$ cat config.mk
export PLATFORM = sky130hd
export DESIGN_NAME = fp32_fp16_converter_core
export DESIGN_NICKNAME = d
export VERILOG_FILES = /design/src/hdl/f2h_pkg.sv /design/src/hdl/f2h_datapath.sv /design/src/hdl/fp32_fp16_converter_core.sv
export SDC_FILE = /design/constraint.sdc
export NUM_CORES = 1
export LEC_CHECK = 0
export BUFFER_PORTS_ARGS = -buffer_cell sky130_fd_sc_hd__buf_4
export CAP_MARGIN = 40
export CORE_MARGIN = 5
export CORE_UTILIZATION = 67
export CTS_CLUSTER_DIAMETER = 50
export CTS_CLUSTER_SIZE = 25
export DETAILED_ROUTE_END_ITERATION = 8
export GPL_TIMING_DRIVEN = 0
export PLACE_DENSITY = 0.88
export SLEW_MARGIN = 10
export SYNTH_ARGS = -nofsm -noshare
export SYNTH_HDL_FRONTEND = slang
export SYNTH_SLANG_ARGS = --single-unit
$ cat constraint.sdc
create_clock -name i_clk -period 18.51 [get_ports i_clk]
set_input_delay 3.702 -clock i_clk [delete_from_list [all_inputs] [get_ports i_clk]]
set_output_delay 3.702 -clock i_clk [all_outputs]
set_load 0.005 [all_outputs]
$ cat src/hdl/f2h_pkg.sv
// Package with action codes and conversion functions for the fp32/fp16 converter.
`default_nettype none
package f2h_pkg;

    typedef enum logic [1:0] {
        ACT_NARROW = 2'd0,
        ACT_WIDEN  = 2'd1,
        ACT_ROUND  = 2'd2,
        ACT_NONE   = 2'd3
    } t_action;

    localparam logic [15:0] QNAN16 = 16'h7e00;
    localparam logic [15:0] INF16  = 16'h7c00;
    localparam logic [31:0] INF32  = 32'h7f800000;

    function automatic logic [15:0] narrow(input logic [31:0] bits);
        logic        sgn;
        logic [7:0]  ex;
        logic [22:0] man;
        logic [23:0] mfull;
        logic [4:0]  sh;
        logic [23:0] q;
        logic        half;
        logic [23:0] restmask;
        logic        rest;
        logic [10:0] hman;
        logic [5:0]  hexp;
        logic [15:0] res;
        sgn   = bits[31];
        ex    = bits[30:23];
        man   = bits[22:0];
        mfull = {1'b1, man};
        sh    = 5'(8'd126 - ex);
        q     = mfull >> sh;
        half  = mfull[sh - 5'd1];
        restmask = (24'd1 << (sh - 5'd1)) - 24'd1;
        rest  = |(mfull & restmask);
        hexp  = 6'(ex - 8'd112);
        hman  = {1'b0, man[22:13]};
        if (ex == 8'hff) begin
            res = {sgn, (man != '0) ? QNAN16[14:0] : INF16[14:0]};
        end else if (ex > 8'd142) begin
            res = {sgn, INF16[14:0]};
        end else if (ex < 8'd102) begin
            res = {sgn, 15'd0};
        end else if (ex < 8'd113) begin
            // Subnormal result; a carry out lands on the smallest normal naturally.
            if (half && (rest || q[0]))
                q = q + 24'd1;
            res = {sgn, q[14:0]};
        end else begin
            if (man[12] && ((|man[11:0]) || hman[0])) begin
                hman = hman + 11'd1;
                if (hman[10]) begin
                    hman = '0;
                    hexp = hexp + 6'd1;
                end
            end
            if (hexp >= 6'd31)
                res = {sgn, INF16[14:0]};
            else
                res = {sgn, hexp[4:0], hman[9:0]};
        end
        return res;
    endfunction

    function automatic logic [31:0] widen(input logic [15:0] h);
        logic        sgn;
        logic [4:0]  ex;
        logic [9:0]  man;
        logic [3:0]  lz;
        logic [9:0]  nm;
        logic [31:0] res;
        sgn = h[15];
        ex  = h[14:10];
        man = h[9:0];
        lz  = 4'd0;
        for (int i = 0; i < 10; i++) begin
            if (man[i])
                lz = 4'(9 - i);
        end
        // Shift the leading one out of the field to normalize.
        nm  = 10'(man << (lz + 4'd1));
        if (ex == 5'd0) begin
            if (man == '0)
                res = {sgn, 31'd0};
            else
                res = {sgn, 8'(8'd112 - 8'(lz)), nm, 13'd0};
        end else if (ex == 5'd31) begin
            res = {sgn, INF32[30:23], man, 13'd0};
        end else begin
            res = {sgn, 8'(8'(ex) + 8'd112), man, 13'd0};
        end
        return res;
    endfunction

endpackage
`default_nettype wire

$ cat src/hdl/f2h_datapath.sv
// Combinational conversion between the input and result registers.
`default_nettype none
module f2h_datapath
    import f2h_pkg::*;
(
    input  wire logic [1:0]  i_action,
    input  wire logic [31:0] i_value,
    output logic [31:0]      o_value
);
    logic [15:0] w_half;

    assign w_half = narrow(i_value);

    always_comb begin
        unique case (t_action'(i_action))
            ACT_NARROW: o_value = {16'd0, w_half};
            ACT_WIDEN:  o_value = widen(i_value[15:0]);
            ACT_ROUND:  o_value = widen(w_half);
            default:    o_value = '0;
        endcase
    end
endmodule
`default_nettype wire

$ cat src/hdl/fp32_fp16_converter_core.sv
// Top level: fp32/fp16 format converter with input and result registers.
// Pipeline: a beat passes the input register, then the result register, to the output.
// Throughput: one beat per cycle unless i_ready stalls; conversion logic lies between them.
// Reset: synchronous active-low i_rst_n clears both valid flags; payloads are not reset.
`default_nettype none
module fp32_fp16_converter_core
    import f2h_pkg::*;
(
    input  wire logic        i_clk,
    input  wire logic        i_rst_n,
    input  wire logic        i_valid,
    output logic             o_ready,
    input  wire logic [1:0]  i_action,
    input  wire logic [31:0] i_value_in,
    output logic             o_valid,
    input  wire logic        i_ready,
    output logic [31:0]      o_value_out
);
    logic        r_in_valid;
    logic [1:0]  r_action;
    logic [31:0] r_value;
    logic        r_out_valid;
    logic [31:0] r_result;
    logic [31:0] w_conv;
    logic        w_adv;

    // The result register can take a beat when empty or draining this cycle.
    assign w_adv   = !r_out_valid || i_ready;
    assign o_ready = !r_in_valid || w_adv;

    f2h_datapath u_dp (
        .i_action (r_action),
        .i_value  (r_value),
        .o_value  (w_conv)
    );

    always_ff @(posedge i_clk) begin
        if (!i_rst_n) begin
            r_in_valid  <= 1'b0;
            r_out_valid <= 1'b0;
        end else begin
            if (o_ready)
                r_in_valid <= i_valid;
            if (w_adv)
                r_out_valid <= r_in_valid;
        end
        if (o_ready && i_valid) begin
            r_action <= i_action;
            r_value  <= i_value_in;
        end
        if (w_adv && r_in_valid)
            r_result <= w_conv;
    end

    assign o_valid     = r_out_valid;
    assign o_value_out = r_result;

    a_hold: assert property (@(posedge i_clk) disable iff (!i_rst_n)
        o_valid && !i_ready |=> o_valid && $stable(o_value_out))
        else $error("result changed while stalled");
    a_flow: assert property (@(posedge i_clk) disable iff (!i_rst_n)
        r_in_valid && w_adv |=> o_valid)
        else $error("converted beat lost");
    a_narrow_hi: assert property (@(posedge i_clk) disable iff (!i_rst_n)
        r_in_valid && w_adv && r_action == ACT_NARROW |=> o_value_out[31:16] == 16'd0)
        else $error("narrow result upper half not zero");
endmodule
`default_nettype wire

==> results.cfg, run 1 <==
[worst_setup_path]
reg2reg_depth = 31
worstSetupStartpointType = flop
rrSetupSlack_ns = 9.93
arrival_ns = 8.79
worstReg2RegStart = r_value[23]
path_class = reg -> reg
critPathSlowestCell = a211oi_2
regToRegEndpoint = o_value_out[22]
max_stage_delay_ns = 0.59
crit_top_cell = ha_1
critPathRequiredTime_ns = 18.72
critPathMaxFanout = 10
endpoint_kind = flop

[finish]
diodes = 0
nNetsFinal = 1112
instances_no_fill = 1228
drive_above_1_share_pct = 19.2
fillers = 866
area_growth_pct = 12.3

[place]
hpwl_mm = 21.0
gp_congestion = 1.09
io_buffers = 71
dp.cells = 1212

[yosys]
yosysSeqAreaShare_pct = 24.1
synthCells = 973
ys_types = 118
async_reset_ff_share_pct = 0
avgSynthCellArea_sq_um = 8.51
synthFlopType = edfxtp_1
yosys_warnings = 0
yosys_register_bits = 67
synthesis.nets = 1030
synth_area_sq_mm = 0.00828
synth-edff-count = 65

[timing]
max_freq_ghz = 0.116
slew_violations = 0
finalHoldViolCount = 0
fin_skew_ns = 0.0178
setup-tns-final_ns = 0
tightest_slew_ns = 1.07
relSlewSlack_pct = 28.7
fin_crit_ns = 8.58
finalCritPeriodShare_pct = 46.4
rsz0062_at_grt = no
finalSetupViolCount = 0

[drt]
detailroute.wirelength.met2_mm = 12.1
num_vias = 9015
first_pass_iters = 6
ant_nets = 0
highest_layer = met4
first_iter_violations = 1932
dr_wl_met3_mm = 4.06
drc = 0
detail_route.vias_per_cell = 7.34
wirelength_mm = 28.5
wire_per_inst_um = 23.2
wl_met1_mm = 10.9

[floorplan]
io_pins = 72
rows = 40
start_util_pct = 68.6
dieArea_sq_mm = 0.0147
die_w_um = 121
die-height_um = 121
coreArea_sq_mm = 0.0121

[flow_run]
drv_cap = 0

[grt]
overflow = 0
grt_max_degree = 35
grt_pass1_wl_mm = 43.8
grt_pass1_vias = 8217
antenna_found_initial = 0
grt_use_total_pct = 38.0

[clock_network]
numCtsBuffers = 9
cts-root-buf = clkbuf_16
cts_tree = built
cts.repair.resized = 0
clk_latency_ns = 0.36
ctsHoldBuffers = 0
clock_sinks = 67
cts_setup_buffers = 0
clockBufferDepth = 2
clk_pin_slew_ns = 0.07
h-tree-depth = 3

[power_and_ir_drop]
power_density_mw_per_mm2 = 65.7
power.leakage_uw = 0.00338
peakVddDrop_v = 0.0000631

[hold_path]
min_from = r_in_valid
hold_path.class = reg -> reg
hold_end = o_valid
hold_depth = 1

[outcome]
status = complete, no violations
-- cell usage after synthesis (all sizes together) (12+ instances only) --
cell type	n	area, sq um
o31ai	13	97.6
nor2b	22	140
o22ai	22	144
o21ai	40	215
clkbuf	51	193
xor2	14	141
buf	26	179
nor4	12	81.3
and2	16	103
xnor2	17	209
o211ai	19	148
mux2	15	169
edfxtp	65	1950
nand3	37	220
mux2i	31	323
nor3	29	161
mux4	21	473
a211oi	19	170
nand2	85	322
nor2	95	362
ha	19	238
a21oi	74	397
a31oi	25	169
inv	21	81.3
nand2b	13	81.3
-- cells by family (layout without fill, tap and decap cells) --
group	after synthesis	in the layout	share of synthesized area, %
simple gates	372	372	23.3
compound gates	315	315	28.0
buf+inv	101	188	5.61
mux	67	67	11.7
flops	67	67	24.1
xor+xnor	32	32	4.50
fa+ha+maj	19	19	2.87
-- state kept, by name, indices dropped and copies added, names as in the netlist --
signal	flops
r_action	2
r_value	32
o_value_out	31
r_in_valid	1
o_valid	1
-- where the power goes --
part | total [uW] | internal, uW | leakage, uW | switching, uW
registers | 183 | 177 | 0.000636 | 6.33
clock network | 166 | 90.3 | 0.000133 | 76.1
logic | 261 | 97.0 | 0.00261 | 164
total | 611 | 364 | 0.00338 | 247
-- area by class of cell --
class | instances | area, sq um | share of cell area (%)
Clock inverter | 7 | 43.8 | 0.471
Buffer | 77 | 372 | 4.00
Timing Repair Buffer | 71 | 533 | 5.73
Clock buffer | 9 | 225 | 2.42
Tap cell | 168 | 210 | 2.26
Inverter | 24 | 92.6 | 0.996
Multi-Input combinational cell | 805 | 5830 | 62.7
Sequential cell | 67 | 1990 | 21.4
-- layer usage --
layer | track usage, % | vias up
met1 | 51.0 | 4149
li1 | - | 3935
met3 | 11.1 | 160
met5 | 0 | -
met4 | 16.5 | 0
met2 | 57.0 | 771
-- stage by stage --
stage / power (uW) / util (%) / cell area, sq um / setup WS (ns) / hold slack, ns
6_report: 611 / 77.1 / 9300 / 9.93 / 0.544
5_1_grt: 632 / 77.1 / 9300 / 9.34 / 0.578
4_1_cts: 595 / 77.1 / 9300 / 10.12 / 0.542
3_5_place_dp: 433 / 74.9 / 9030 / 10.20 / 0.523
3_3_place_gp: 430 / 74.8 / 9020 / 10.32 / 0.499
2_1_floorplan: 365 / - / 8280 / 10.82 / 0.477
-- worst max-delay path: cells and delay by family, from the launching register on --
family                   cells  cell delay, ns
AO/OA/AOI/OAI               12            3.14
XOR/XNOR                     1            0.33
adder cells (fa/ha/maj)      3            0.97
buffers and inverters        7            1.56
flip-flops                   1            0.42
multiplexers                 2            0.40
AND/OR/NAND/NOR              6            1.61
-- worst max path at each step --
stage / from / to / slack (ns) / cells after the start
4_1_cts: r_value[23] / o_value_out[22] / 10.12 / 31
3_5_place_dp: r_value[23] / o_value_out[22] / 10.20 / 31
5_1_grt: r_value[23] / o_value_out[22] / 9.34 / 33
2_1_floorplan: i_ready / o_ready / 10.82 / 2
3_3_place_gp: r_value[23] / o_value_out[22] / 10.32 / 33
6_report: r_value[23] / o_value_out[22] / 9.93 / 31
-- cells in the final DEF, fill, tap and decap left out, types with 15 or more instances in the layout --
| cell | Yosys | layout |
|---|---|---|
| a211oi_1 | 15 | 15 |
| o21ai_0 | 33 | 33 |
| o22ai_1 | 21 | 21 |
| nand3_1 | 33 | 33 |
| buf_4 | 3 | 74 |
| a21oi_1 | 71 | 71 |
| o211ai_1 | 18 | 18 |
| a31oi_1 | 23 | 23 |
| nor2b_1 | 21 | 20 |
| mux4_2 | 21 | 21 |
| nand2_1 | 84 | 84 |
| inv_1 | 19 | 19 |
| clkbuf_1 | 50 | 50 |
| ha_1 | 19 | 19 |
| mux2i_1 | 30 | 30 |
| nor2_1 | 93 | 93 |
| nor3_1 | 27 | 27 |
| edfxtp_1 | 65 | 65 |
No activity file was read; power rests on OpenSTA's default activity.
==> run 2: changes to the inputs <==
CORE_UTILIZATION = 56   (was 67)
PLACE_DENSITY = 0.79   (was 0.88)
clock period = 7.6 ns   (was 18.51 ns; I/O delays follow)
==> results.cfg, run 2 (same netlist as run 1, synthesis figures left out) <==
[worst_setup_path]
endpoint_kind = flop
critPathRequiredTime_ns = 7.71
critPathSlowestCell = or4b_4
path_class = reg -> reg
critPathMaxFanout = 10
worstSetupStartpointType = flop
path_buf_inv = 7
cp_top_family = simple AND/OR/NAND/NOR gates
arrival_ns = 7.30
max_stage_delay_ns = 0.57
crit_top_cell = buf_6

[floorplan]
io_pins = 72
dieArea_sq_mm = 0.0173
die-height_um = 132
start_util_pct = 56.9
coreArea_sq_mm = 0.0145
rows = 44
die_w_um = 132

[power_and_ir_drop]
p_int_uw = 997
peakVddDrop_v = 0.000131
sequentialPowerShare_pct = 27.8
power_density_mw_per_mm2 = 169
p_comb_share_pct = 40.3
power.leakage_uw = 0.00347
p_switching_uw = 608
clkPwrFrac_pct = 31.9
sw_frac_of_total_pct = 37.9

[finish]
diodes = 0
layout_common_cells = 92 x nor2_1, 84 x nand2_1, 83 x buf_4
largest_reg_flops = 32
final_area_sq_mm = 0.00952
nNetsFinal = 1119
final_common_cell = nor2_1
instances_no_fill = 1251
top_register = r_value
drive_above_1_share_pct = 21.0
area_growth_pct = 15.1

[drt]
num_vias = 8964
highest_layer = met5
first_pass_iters = 8
first_iter_violations = 1233
wl_met1_mm = 11.2
detail_route.vias_per_cell = 7.17
ant_nets = 0
dr_wl_met3_mm = 3.53
wire_per_inst_um = 23.3
drc = 1
wirelength_mm = 29.2
detailroute.wirelength.met2_mm = 12.8

[timing]
max_freq_ghz = 0.139
relSlewSlack_pct = 25.4
finalCritPeriodShare_pct = 94.7
finalHoldViolCount = 0
fin_skew_ns = 0.0103
setup-tns-final_ns = 0
fin_crit_ns = 7.19
rsz0062_at_grt = no
slew_violations = 0
fin_ws_ns = 0.407
finalSetupViolCount = 0
tightest_slew_ns = 1.12

[flow_run]
drv_cap = 0

[clock_network]
ctsHoldBuffers = 0
clk_latency_ns = 0.36
numCtsBuffers = 9
cts_tree = built
clock_sinks = 67
h-tree-depth = 3
clk_pin_slew_ns = 0.07
cts-root-buf = clkbuf_16
clockBufferDepth = 2

[grt]
antenna_found_initial = 1
grt_use_total_pct = 32.0
overflow = 0
grt_pass1_wl_mm = 45.3
grt_max_degree = 35
grt_pass1_vias = 8219

[outcome]
violations = design-rule violations
status = finished with violations

[place]
place_area_sq_mm = 0.00905
dpl_worst_slack_ns = -0.567
io_buffers = 71
hpwl_mm = 21.5
gp_congestion = 1.00
dp.cells = 1228

[hold_path]
hold_path.class = reg -> reg
run 2: cell type report:
type	instances	area (sq um)
inverter	24	95.1
sequential	67	1990
tap	184	230
clock inverter	6	113
fill	1221	5010
buffer	75	365
multi-input combinational	805	5900
clock buffer	10	229
timing repair buffer	80	601
run 2: path summary, 6_finish.rpt:
path                     end  cells after the start  slack (ns)   startpoint
min                  o_valid                      1        0.53   r_in_valid
min reg2reg          o_valid                      1        0.53   r_in_valid
max reg2reg  o_value_out[21]                     30        0.41  r_value[23]
max          o_value_out[21]                     30        0.41  r_value[23]
run 2: routing by layer:
metal | GRT usage [%] | vias up
li1 | - | 3949
met1 | 42.2 | 4175
met2 | 49.3 | 692
met3 | 7.65 | 146
met4 | 16.1 | 2
met5 | 0 | -
run 2: power by group through the flow:
| stage | Clock (uW) | Sequential, uW | Combinational [uW] |
|---|---|---|---|
| 6_report | 512 | 446 | 647 |
| 5_1_grt | 524 | 449 | 684 |
| 4_1_cts | 507 | 446 | 615 |
| 3_5_place_dp | 0 | 453 | 605 |
| 3_3_place_gp | 0 | 453 | 603 |
| 2_1_floorplan | 0 | 449 | 439 |
run 2: stage by stage:
step | hold WS [ns] | total power, uW | util (%)
floorplan | 0.477 | 888 | -
global placement | 0.498 | 1060 | 62.2
detailed placement | 0.513 | 1060 | 62.3
CTS | 0.533 | 1570 | 64.9
global route | 0.562 | 1660 | 65.5
finish | 0.529 | 1610 | 65.5
run 2: what timing repair did:
item                       in CTS  in global routing
resized for setup               4                 15
setup endpoints to repair       9                 13
buffers inserted                3                  6
pin swaps                       2                  3
